File: src/hdl/hallct_pkg.sv
// Shared constants and lookup functions for the hall commutation block.
`default_nettype none

package hallct_pkg;

  localparam int unsigned CfgIdxW   = 3;
  localparam int unsigned CfgDataW  = 12;
  localparam int unsigned SampleW   = 12;
  localparam int unsigned DutyW     = 10;
  localparam int unsigned HallW     = 3;
  localparam int unsigned ForceW    = 2;
  localparam int unsigned NumLegs   = 6;
  localparam int unsigned NumPhases = 3;
  localparam int unsigned PhaseW    = 2;

  localparam logic [CfgIdxW-1:0] CfgTripThreshold = 3'd0;
  localparam logic [CfgIdxW-1:0] CfgThrottleLow   = 3'd1;
  localparam logic [CfgIdxW-1:0] CfgThrottleHigh  = 3'd2;
  localparam logic [CfgIdxW-1:0] CfgDutyFloor     = 3'd3;
  localparam logic [CfgIdxW-1:0] CfgDutyCeiling   = 3'd4;

  localparam logic [SampleW-1:0] TripThresholdRst = 12'd2745;
  localparam logic [SampleW-1:0] ThrottleLowRst   = 12'd678;
  localparam logic [SampleW-1:0] ThrottleHighRst  = 12'd3500;
  localparam logic [DutyW-1:0]   DutyFloorRst     = 10'd8;
  localparam logic [DutyW-1:0]   DutyCeilingRst   = 10'd700;
  localparam logic [DutyW-1:0]   DutyValueRst     = 10'd8;

  localparam logic [ForceW-1:0] ForceNone = 2'd0;
  localparam logic [ForceW-1:0] ForceLow  = 2'd1;
  localparam logic [ForceW-1:0] ForceHigh = 2'd2;
  localparam logic [ForceW-1:0] ForcePwm  = 2'd3;

  localparam logic [PhaseW-1:0] PhaseA    = 2'd0;
  localparam logic [PhaseW-1:0] PhaseB    = 2'd1;
  localparam logic [PhaseW-1:0] PhaseC    = 2'd2;
  localparam logic [PhaseW-1:0] PhaseNone = 2'd3;

  // duty = (2197 * t + 694580) / 10000, division by exact reciprocal multiply
  localparam int unsigned     DutyProdW  = 48;
  localparam int unsigned     DutyShift  = 37;
  localparam longint unsigned DutyDiv    = 10000;
  localparam longint unsigned DutyRecip  = ((64'd1 << DutyShift) + DutyDiv - 1) / DutyDiv;
  localparam longint unsigned DutyGain   = 2197;
  localparam longint unsigned DutyOffset = 689580 + 5000;
  localparam logic [DutyProdW-1:0] DutyMul = DutyProdW'(DutyGain * DutyRecip);
  localparam logic [DutyProdW-1:0] DutyAdd = DutyProdW'(DutyOffset * DutyRecip);

  function automatic logic [PhaseW-1:0] pwm_phase_f(input logic [HallW-1:0] hall);
    logic [PhaseW-1:0] ph;
    case (hall)
      3'd1:    ph = PhaseA;
      3'd2:    ph = PhaseB;
      3'd3:    ph = PhaseB;
      3'd4:    ph = PhaseC;
      3'd5:    ph = PhaseA;
      3'd6:    ph = PhaseC;
      default: ph = PhaseNone;
    endcase
    return ph;
  endfunction

  function automatic logic [PhaseW-1:0] gnd_phase_f(input logic [HallW-1:0] hall);
    logic [PhaseW-1:0] ph;
    case (hall)
      3'd1:    ph = PhaseC;
      3'd2:    ph = PhaseA;
      3'd3:    ph = PhaseC;
      3'd4:    ph = PhaseB;
      3'd5:    ph = PhaseB;
      3'd6:    ph = PhaseA;
      default: ph = PhaseNone;
    endcase
    return ph;
  endfunction

endpackage

`default_nettype wire

File: src/hdl/hall_commutation_with_trip_and_throttle.sv
// Six-step hall commutation with overcurrent trip latch and throttle-to-duty map.
// Path: input register, then result register, from input transfer to result transfer.
// Throughput: one item per cycle while the output is not stalled; the result register is the block state itself.
// An item that stalls at the output holds the input register and then the input side.
// Reset: gate forces 0, running 1, duty 8, config registers at their defaults.
`default_nettype none

module hall_commutation_with_trip_and_throttle
  import hallct_pkg::*;
(
  input  wire logic                clk_i,
  input  wire logic                rst_ni,
  input  wire logic                in_valid_i,
  output      logic                in_stall_o,
  input  wire logic                func_i,
  input  wire logic [HallW-1:0]    hall_state_i,
  input  wire logic [SampleW-1:0]  current_sample_i,
  input  wire logic [SampleW-1:0]  throttle_sample_i,
  output      logic                out_valid_o,
  input  wire logic                out_stall_i,
  output      logic [ForceW-1:0]   force_a_high_o,
  output      logic [ForceW-1:0]   force_a_low_o,
  output      logic [ForceW-1:0]   force_b_high_o,
  output      logic [ForceW-1:0]   force_b_low_o,
  output      logic [ForceW-1:0]   force_c_high_o,
  output      logic [ForceW-1:0]   force_c_low_o,
  output      logic [DutyW-1:0]    duty_compare_o,
  output      logic                running_o,
  input  wire logic                cfg_we_i,
  input  wire logic [CfgIdxW-1:0]  cfg_index_i,
  input  wire logic [CfgDataW-1:0] cfg_data_i
);

  logic [SampleW-1:0] trip_q;
  logic [SampleW-1:0] thr_low_q;
  logic [SampleW-1:0] thr_high_q;
  logic [DutyW-1:0]   duty_floor_q;
  logic [DutyW-1:0]   duty_ceil_q;

  logic               s1_valid_q;
  logic               s1_func_q;
  logic [HallW-1:0]   s1_hall_q;
  logic [SampleW-1:0] s1_cur_q;
  logic [SampleW-1:0] s1_thr_q;

  logic               out_valid_q;
  logic [ForceW-1:0]  forces_q [NumLegs];
  logic [ForceW-1:0]  forces_d [NumLegs];
  logic [ForceW-1:0]  comm_forces [NumLegs];
  logic               enabled_q;
  logic               enabled_d;
  logic [DutyW-1:0]   duty_q;
  logic [DutyW-1:0]   duty_d;

  logic               out_load;
  logic               s1_fire;
  logic               in_xfer;
  logic [PhaseW-1:0]  pwm_ph;
  logic [PhaseW-1:0]  gnd_ph;
  logic               hall_ok;
  logic [DutyProdW-1:0] duty_prod;
  logic [DutyW-1:0]   duty_lin;
  logic [DutyW-1:0]   duty_map;

  assign out_load   = !out_valid_q || !out_stall_i;
  assign s1_fire    = s1_valid_q && out_load;
  assign in_stall_o = s1_valid_q && !out_load;
  assign in_xfer    = in_valid_i && !in_stall_o;

  always_ff @(posedge clk_i or negedge rst_ni) begin
    if (!rst_ni) begin
      trip_q       <= TripThresholdRst;
      thr_low_q    <= ThrottleLowRst;
      thr_high_q   <= ThrottleHighRst;
      duty_floor_q <= DutyFloorRst;
      duty_ceil_q  <= DutyCeilingRst;
    end else if (cfg_we_i) begin
      case (cfg_index_i)
        CfgTripThreshold: trip_q       <= cfg_data_i;
        CfgThrottleLow:   thr_low_q    <= cfg_data_i;
        CfgThrottleHigh:  thr_high_q   <= cfg_data_i;
        CfgDutyFloor:     duty_floor_q <= cfg_data_i[DutyW-1:0];
        CfgDutyCeiling:   duty_ceil_q  <= cfg_data_i[DutyW-1:0];
        default:          ;
      endcase
    end
  end

  always_ff @(posedge clk_i or negedge rst_ni) begin
    if (!rst_ni) begin
      s1_valid_q <= 1'b0;
    end else if (!in_stall_o) begin
      s1_valid_q <= in_valid_i;
    end
  end

  always_ff @(posedge clk_i) begin
    if (in_xfer) begin
      s1_func_q <= func_i;
      s1_hall_q <= hall_state_i;
      s1_cur_q  <= current_sample_i;
      s1_thr_q  <= throttle_sample_i;
    end
  end

  assign pwm_ph  = pwm_phase_f(s1_hall_q);
  assign gnd_ph  = gnd_phase_f(s1_hall_q);
  assign hall_ok = (pwm_ph != PhaseNone) && (gnd_ph != PhaseNone);

  always_comb begin
    for (int i = 0; i < NumLegs; i++) begin
      if (PhaseW'(i >> 1) == pwm_ph) begin
        comm_forces[i] = ForcePwm;
      end else if (i[0] && (PhaseW'(i >> 1) == gnd_ph)) begin
        comm_forces[i] = ForceLow;
      end else begin
        comm_forces[i] = ForceHigh;
      end
    end
  end

  assign duty_prod = DutyProdW'(s1_thr_q) * DutyMul + DutyAdd;
  assign duty_lin  = duty_prod[DutyShift +: DutyW];

  always_comb begin
    if (s1_thr_q <= thr_low_q) begin
      duty_map = duty_floor_q;
    end else if (s1_thr_q >= thr_high_q) begin
      duty_map = duty_ceil_q;
    end else begin
      duty_map = duty_lin;
    end
  end

  always_comb begin
    forces_d  = forces_q;
    enabled_d = enabled_q;
    duty_d    = duty_q;
    if (s1_fire) begin
      if (!s1_func_q) begin
        if (enabled_q && hall_ok) begin
          forces_d = comm_forces;
        end
      end else begin
        if (s1_cur_q >= trip_q) begin
          enabled_d = 1'b0;
          for (int i = 0; i < NumLegs; i++) begin
            forces_d[i] = ForceLow;
          end
        end
        duty_d = duty_map;
      end
    end
  end

  always_ff @(posedge clk_i or negedge rst_ni) begin
    if (!rst_ni) begin
      out_valid_q <= 1'b0;
      enabled_q   <= 1'b1;
      duty_q      <= DutyValueRst;
      forces_q    <= '{default: ForceNone};
    end else begin
      if (out_load) begin
        out_valid_q <= s1_valid_q;
      end
      enabled_q <= enabled_d;
      duty_q    <= duty_d;
      forces_q  <= forces_d;
    end
  end

  assign out_valid_o    = out_valid_q;
  assign force_a_high_o = forces_q[0];
  assign force_a_low_o  = forces_q[1];
  assign force_b_high_o = forces_q[2];
  assign force_b_low_o  = forces_q[3];
  assign force_c_high_o = forces_q[4];
  assign force_c_low_o  = forces_q[5];
  assign duty_compare_o = duty_q;
  assign running_o      = enabled_q;

`ifndef SYNTHESIS
  a_trip_sticks: assert property (@(posedge clk_i) disable iff (!rst_ni)
    !enabled_q |=> !enabled_q)
    else $error("trip latch cleared without reset");

  a_trip_forces_low: assert property (@(posedge clk_i) disable iff (!rst_ni)
    !running_o |-> (force_a_high_o == ForceLow) && (force_a_low_o == ForceLow) &&
                   (force_b_high_o == ForceLow) && (force_b_low_o == ForceLow) &&
                   (force_c_high_o == ForceLow) && (force_c_low_o == ForceLow))
    else $error("gate forces not low while tripped");

  a_stall_needs_item: assert property (@(posedge clk_i) disable iff (!rst_ni)
    in_stall_o |-> s1_valid_q && out_valid_q)
    else $error("input stalled with no item held");

  a_fire_gives_result: assert property (@(posedge clk_i) disable iff (!rst_ni)
    s1_fire |=> out_valid_q)
    else $error("item advanced without a result");

  a_state_holds_stalled: assert property (@(posedge clk_i) disable iff (!rst_ni)
    (out_valid_q && out_stall_i) |=> $stable(duty_q) && $stable(enabled_q))
    else $error("block state moved under a stalled result");
`endif

endmodule

`default_nettype wire

File: config.mk
export PLATFORM = sky130hd
export DESIGN_NAME = hall_commutation_with_trip_and_throttle
export DESIGN_NICKNAME = d
export VERILOG_FILES = /design/src/hdl/hallct_pkg.sv /design/src/hdl/hall_commutation_with_trip_and_throttle.sv
export SDC_FILE = /design/constraint.sdc
export NUM_CORES = 1
export LEC_CHECK = 0
export CELL_PAD_IN_SITES_DETAIL_PLACEMENT = 1
export CELL_PAD_IN_SITES_GLOBAL_PLACEMENT = 2
export CORE_MARGIN = 1
export CORE_UTILIZATION = 42
export CTS_CLUSTER_DIAMETER = 80
export DETAILED_ROUTE_END_ITERATION = 12
export DONT_BUFFER_PORTS = 1
export GPL_ROUTABILITY_DRIVEN = 0
export PLACE_DENSITY_LB_ADDON = 0.1
export SLEW_MARGIN = 20
export SYNTH_ARGS = -nofsm -noshare
export SYNTH_HDL_FRONTEND = slang
export SYNTH_SLANG_ARGS = --single-unit
export TNS_END_PERCENT = 50
File: constraint.sdc
create_clock -name clk_i -period 9.4 [get_ports clk_i]
set_input_delay 0.94 -clock clk_i [delete_from_list [all_inputs] [get_ports clk_i]]
set_output_delay 0.94 -clock clk_i [all_outputs]
set_load 0.05 [all_outputs]
* Word level (Yosys, flattened, before mapping)
Index checks and enable logic that the tools add are counted.
** Word-level totals
- Logic and storage cells :: 85
- Output and inout port bits :: 25
- Bits in latches :: 0
- Register bits :: 109
- Memory bits (read-only) :: 0
- Bits in writable memories :: 0
- Memories :: 0
- Input bits :: 48
** Operators by class
- Equality and inequality tests :: 17
- $lt $le $gt $ge :: 3
- Mux-type cells :: 16
- Shift operators :: 0
- Reduce and logical (&&, ||, !) cells :: 28
- Div/mod/pow operators :: 0
- Multiply operators :: 1
- Bitwise logic cells :: 0
- $add $sub $neg :: 1
** Operator list (count)
- 47-bit by 44-bit adder with 47-bit output, second input constant :: 1
- 12-bit by 32-bit multiplier with 44-bit output, second input constant :: 1
- 12-bit two-way mux :: 3
- 12-bit >= comparator :: 2
- 10-bit two-way mux :: 2
- 3-bit by 2-bit equality test with 1-bit output, second input constant :: 4
- 3-bit equality test, second input constant :: 4
- 12-bit <= comparator :: 1
- 2-bit two-way mux :: 6
- 2-bit case mux with 3 select lines :: 2
- 2-bit AND reduction :: 6
- 2-bit OR reduction :: 6
- 3-bit by 1-bit equality test with 1-bit output, second input constant :: 2
- 3-bit AND reduction :: 2
- 1-bit logical AND :: 5
- 1-bit by 2-bit equality test with 1-bit output, first input constant :: 2
- 2-bit equality test, first input constant :: 2
- 1-bit logical NOT :: 4
- 2-bit logical NOT :: 2
- 2-bit != test, second input constant :: 2
- 3-bit logical NOT :: 1
- 1-bit two-way mux :: 3
- 2-bit by 1-bit != test with 1-bit output, second input constant :: 1
- 2-bit nonzero test :: 1
- 1-bit logical OR :: 1

* Longest topological paths before layout
- Word-level depth :: 8
- Mapped depth :: 24

* Least setup slack after synthesis
OpenSTA, ideal clock, no wires.
- Kind :: flip-flop to flip-flop
- Start :: register s1_thr_q[9]
- End :: register duty_q[9] (netlist: duty_compare_o[9])
- Stages on the path, launching flop included :: 24
- Clock period less this slack :: 6.775 ns
- Buffers on the path :: 0
- Arrival :: 6.656 ns
- Setup time :: 0.120 ns
- Path slack :: 2.625 ns
- Path through :: edfxtp_1 -> fa_1 -> inv_1 -> fa_1 -> inv_1 -> fa_1 -> fa_1 -> inv_1 -> fa_1 -> inv_1 -> ha_1 -> o211ai_1 -> or3_1 -> o211a_1 -> a211o_1 -> and2_4 -> o31ai_4 -> xor2_2 -> a21oi_1 -> or2_4 -> a21oi_4 -> nor2_2 -> or4_1 -> and3_1
** On the way
- Word-level cells in the longest chain between the ends :: 4
- Elaborated cells between the ends (all ways) :: 6
- Those cells by class :: add/sub: 1; mul: 1; order compare: 2; mux: 2
** Ends and longest elaborated chain
- start, declared :: RTL line hall_commutation_with_trip_and_throttle.sv:44 : logic [SampleW-1:0] s1_thr_q;
- start signal, assigned :: RTL line hall_commutation_with_trip_and_throttle.sv:102 : s1_thr_q <= throttle_sample_i;
- 12-bit by 32-bit multiplier with 44-bit output :: RTL line hall_commutation_with_trip_and_throttle.sv:122 : assign duty_prod = DutyProdW'(s1_thr_q) * DutyMul + DutyAdd;
- 47-bit by 44-bit adder with 47-bit output :: RTL line hall_commutation_with_trip_and_throttle.sv:122
- 10-bit two-way mux :: RTL line hall_commutation_with_trip_and_throttle.sv:128 : end else if (s1_thr_q >= thr_high_q) begin
- 10-bit two-way mux (*) :: RTL line hall_commutation_with_trip_and_throttle.sv:126 : if (s1_thr_q <= thr_low_q) begin
- end signal, assigned :: RTL line hall_commutation_with_trip_and_throttle.sv:160 : duty_q <= DutyValueRst;
- end signal, assigned :: RTL line hall_commutation_with_trip_and_throttle.sv:167 : duty_q <= duty_d;
- end, declared :: RTL line hall_commutation_with_trip_and_throttle.sv:52 : logic [DutyW-1:0] duty_q;
Mark *: on every way between the ends. The rest lies on a longest branch, timed or not.
A chain may end at the register's enable or synchronous reset.

* Worst setup path in the final report
Ends and elaborated chain as after synthesis.

==> insert_results.sql <==
INSERT INTO impl_metrics (metric_group, metric, value, unit) VALUES
('run', 'max_cap_violations', '0', ''),
('drt', 'firstDrtPassIters', '8', ''),
('worst_setup_path', 'worstSetupStartpointType', 'register', ''),
('worst_setup_path', 'cp_slowest_cell', 'fa_1', ''),
('power_and_ir_drop', 'leakage_power_summed_over_all_cells', '5.49', 'nW'),
('timing', 'finalWorstPathRequiredPeriod', '7.57', 'ns'),
('global_route', 'track_usage', '24.1', '%'),
('final_layout', 'layout_common_cells', 'inv_1, ha_1, nand2_1', ''),
('drt', 'drt_wl_total', '29.4', 'mm'),
('timing', 'highest_achievable_clock_rate', '132', 'MHz'),
('floorplan', 'io_pins', '73', ''),
('worst_setup_path', 'ordered_cell_list_for_the_critical_path', 'fa_1 -> inv_1 -> fa_1 -> inv_1 -> fa_1 -> fa_1 -> inv_1 -> fa_1 -> inv_1 -> ha_1 -> nand2_1 -> nor2_1 -> o41ai_1 -> a21oi_1 -> a21oi_1 -> o31ai_1 -> o311ai_0 -> o311ai_0 -> a21oi_4 -> nor2_2 -> or4_1 -> and3_1', ''),
('outcome', 'status', 'finished with violations', ''),
('floorplan', 'die_area', '26200', 'um2'),
('synthesis', 'ys_warn_count', '0', ''),
('worst_setup_path', 'endpoint', 'duty_compare_o[9]$_DFFE_PN0P_', ''),
('synthesis', 'synth.ff_latch_count', '107', ''),
('worst_setup_path', 'r2r_endpoint', 'duty_compare_o[9]$_DFFE_PN0P_', ''),
('worst_setup_path', 'worstSetupStartpoint', 's1_thr_q[9]$_DFFE_PP_', ''),
('synthesis', 'synth_instances', '1120', ''),
('synthesis', 'synthesis.nets', '1416', ''),
('timing', 'report.final.setup_viol', '0', ''),
('placed_design', 'buffers_on_ports', '0', ''),
('drt', 'drt_iter0_drc', '273', ''),
('clock_network', 'cts_resized', '0', ''),
('worst_setup_path', 'rr_worst_depth', '22', ''),
('worst_setup_path', 'crit_required', '9.64', 'ns'),
('timing', 'timing.max_slew.rel_slack', '39.7', '%'),
('clock_network', 'clock_tree.buffer_depth', '2', ''),
('timing', 'finClkSkew', '0.0111', 'ns'),
('worst_setup_path', 'worstSetupPathType', 'register to register', ''),
('global_route', 'grt_overflow', '0', ''),
('timing', 'final.setup.tns', '0', 'ns'),
('final_layout', 'fill_cells', '2909', ''),
('floorplan', 'floorplan.rows', '58', ''),
('synthesis', 'synth_area', '10700', 'um2'),
('worst_setup_path', 'worst_path_most_repeated_cell', 'fa_1', ''),
('global_route', 'grt_pass1_vias', '8701', ''),
('outcome', 'violations', 'DRC', ''),
('worst_setup_path', 'worst_setup_slack_for_register_to_register_paths', '1.83', 'ns'),
('final_layout', 'ff_latch_area', '2850', 'um2'),
('final_layout', 'layout_cell_share_with_drive_strength_beyond_1', '8.59', '%'),
('global_route', 'number_of_antenna_violations_at_the_first_check_in_global_routing', '1', ''),
('timing', 'final-hold-violation-count', '0', ''),
('drt', 'routed_wire_length_per_instance', '20.3', 'um'),
('drt', 'via_count', '7776', ''),
('clock_network', 'cts_post_setup_buffers_inserted', '0', ''),
('final_layout', 'finish.utilization', '45.5', '%'),
('floorplan', 'initial_util', '42.8', '%'),
('timing', 'timing.final.max_slew_violations', '0', ''),
('floorplan', 'fp.coreArea', '25100', 'um2'),
('synthesis', 'synthArstFlopShare', '73.8', '%'),
('final_layout', 'areaGrowthSynthToFinish', '6.21', '%'),
('final_layout', 'final_net_count', '1408', ''),
('drt', 'detail_route.vias_per_cell', '5.37', ''),
('clock_network', 'cts_inserted_buffers', '9', ''),
('clock_network', 'insertion_delay', '0.35', 'ns'),
('drt', 'drtAntennaViolNets', '0', ''),
('worst_setup_path', 'r2r_start', 's1_thr_q[9]$_DFFE_PP_', ''),
('clock_network', 'cts_root_buffer', 'clkbuf_16', ''),
('global_route', 'first_pass_grt_wire_length', '48.8', 'mm'),
('worst_setup_path', 'setup.worst_path.end_class', 'register', ''),
('power_and_ir_drop', 'cellPowerDensity', '369', 'nW/um2'),
('clock_network', 'cts_tree', 'yes', ''),
('placed_design', 'place_area', '11100', 'um2'),
('placed_design', 'dp.final_hpwl', '24.8', 'mm'),
('synthesis', 'synth-edff-count', '28', ''),
('final_layout', 'final_area', '11400', 'um2'),
('floorplan', 'chipHeight', '162', 'um'),
('synthesis', 'syn-mean-instance-area', '9.59', 'um2'),
('drt', 'post-route-drc-count', '2', '');
cell families after synthesis:
group	share of synthesized area (%)
mux	3.09
compound gates	15.0
xor+xnor	2.91
flops	26.5
simple gates	9.94
fa+ha+maj	34.2
buf+inv	8.29
critical path: cells and delay by family, from the launching register on:
kind | cells | cell delay (ns)
adders and majority gates | 6 | 3.29
DFF | 1 | 0.59
buffers and inverters | 4 | 0.27
and+or+nand+nor | 5 | 0.99
AOI/OAI and AO/OA | 7 | 2.34
power breakdown:
group	switching (mW)	internal, mW
Combinational	1.89	1.24
Clock	0.185	0.193
Sequential	0.122	0.576
synthesized netlist by cell type (all sizes together) (6+ instances only):
library cell  count  share of area, %
xor2             13               1.1
o211ai            7              0.49
nor2b            12              0.70
nand2b           10              0.58
xnor2            21               1.8
o21ai            79               3.7
clkbuf           21              0.73
and2             10              0.61
ha              172                20
o21bai            6              0.42
dfstp            28               6.8
a21oi            63               3.1
dfrtp            51                12
nand3             7              0.33
a31oi            11              0.64
nor3              7              0.33
o21a              8              0.56
fa               76                14
nand2            83               2.9
o311ai            6              0.49
or3               9              0.52
edfxtp           28               7.8
buf               7              0.40
mux2             23               2.4
nor2             42               1.5
a21o             20               1.4
inv             205               7.2
nand4            16              0.93
cell type report:
cell class,count,area share [%]
multi-input combinational,780,61.5
clock buffer,10,2.09
sequential,107,25.0
inverter,205,6.74
antenna,1,0.0219
timing repair buffer,9,0.592
tap,330,3.62
clock inverter,6,0.482
per-layer routing:
metal	vias up	global-route usage [%]	part of all wire [%]
met3	16	1.89	1.8
met4	0	5.40	1.7
met5	-	0	0
met1	3875	29.4	43
li1	3807	-	-
met2	78	45.8	54
stage by stage:
step | worst slack [ns] | instances | total power [mW] | hold slack [ns]
finish | 1.83 | 1448 | 4.21 | 0.278
global route | 1.25 | 1448 | 4.65 | 0.257
detailed placement | 1.84 | 1431 | 3.84 | 0.474
floorplan | 2.62 | 1120 | 3.01 | 0.469
global placement | 1.98 | 1431 | 3.83 | 0.466
CTS | 1.80 | 1447 | 4.25 | 0.261
flip-flops by register name, summed over array words and instances, names as in the netlist, 2 cells and up:
register,count
duty_ceil_q,10
duty_compare_o,10
duty_floor_q,10
force_a_high_o,2
force_a_low_o,2
force_b_low_o,2
force_c_low_o,2
s1_cur_q,12
s1_hall_q,3
s1_thr_q,12
thr_high_q,12
thr_low_q,12
trip_q,12
worst min path at each step:
stage	startpoint	endpoint	slack, ns	depth (start not counted)
5_1_grt	rst_ni	trip_q[2]$_DFFE_PN0P_	0.26	0
6_report	rst_ni	trip_q[2]$_DFFE_PN0P_	0.28	0
3_3_place_gp	force_a_high_o[1]$_DFFE_PN0P_	force_a_high_o[1]$_DFFE_PN0P_	0.47	1
4_1_cts	rst_ni	trip_q[2]$_DFFE_PN0P_	0.26	0
3_5_place_dp	force_a_high_o[1]$_DFFE_PN0P_	force_a_high_o[1]$_DFFE_PN0P_	0.47	1
2_1_floorplan	duty_ceil_q[4]$_DFFE_PN1P_	duty_ceil_q[4]$_DFFE_PN1P_	0.47	2
Power figures use the tool's default switching activity.
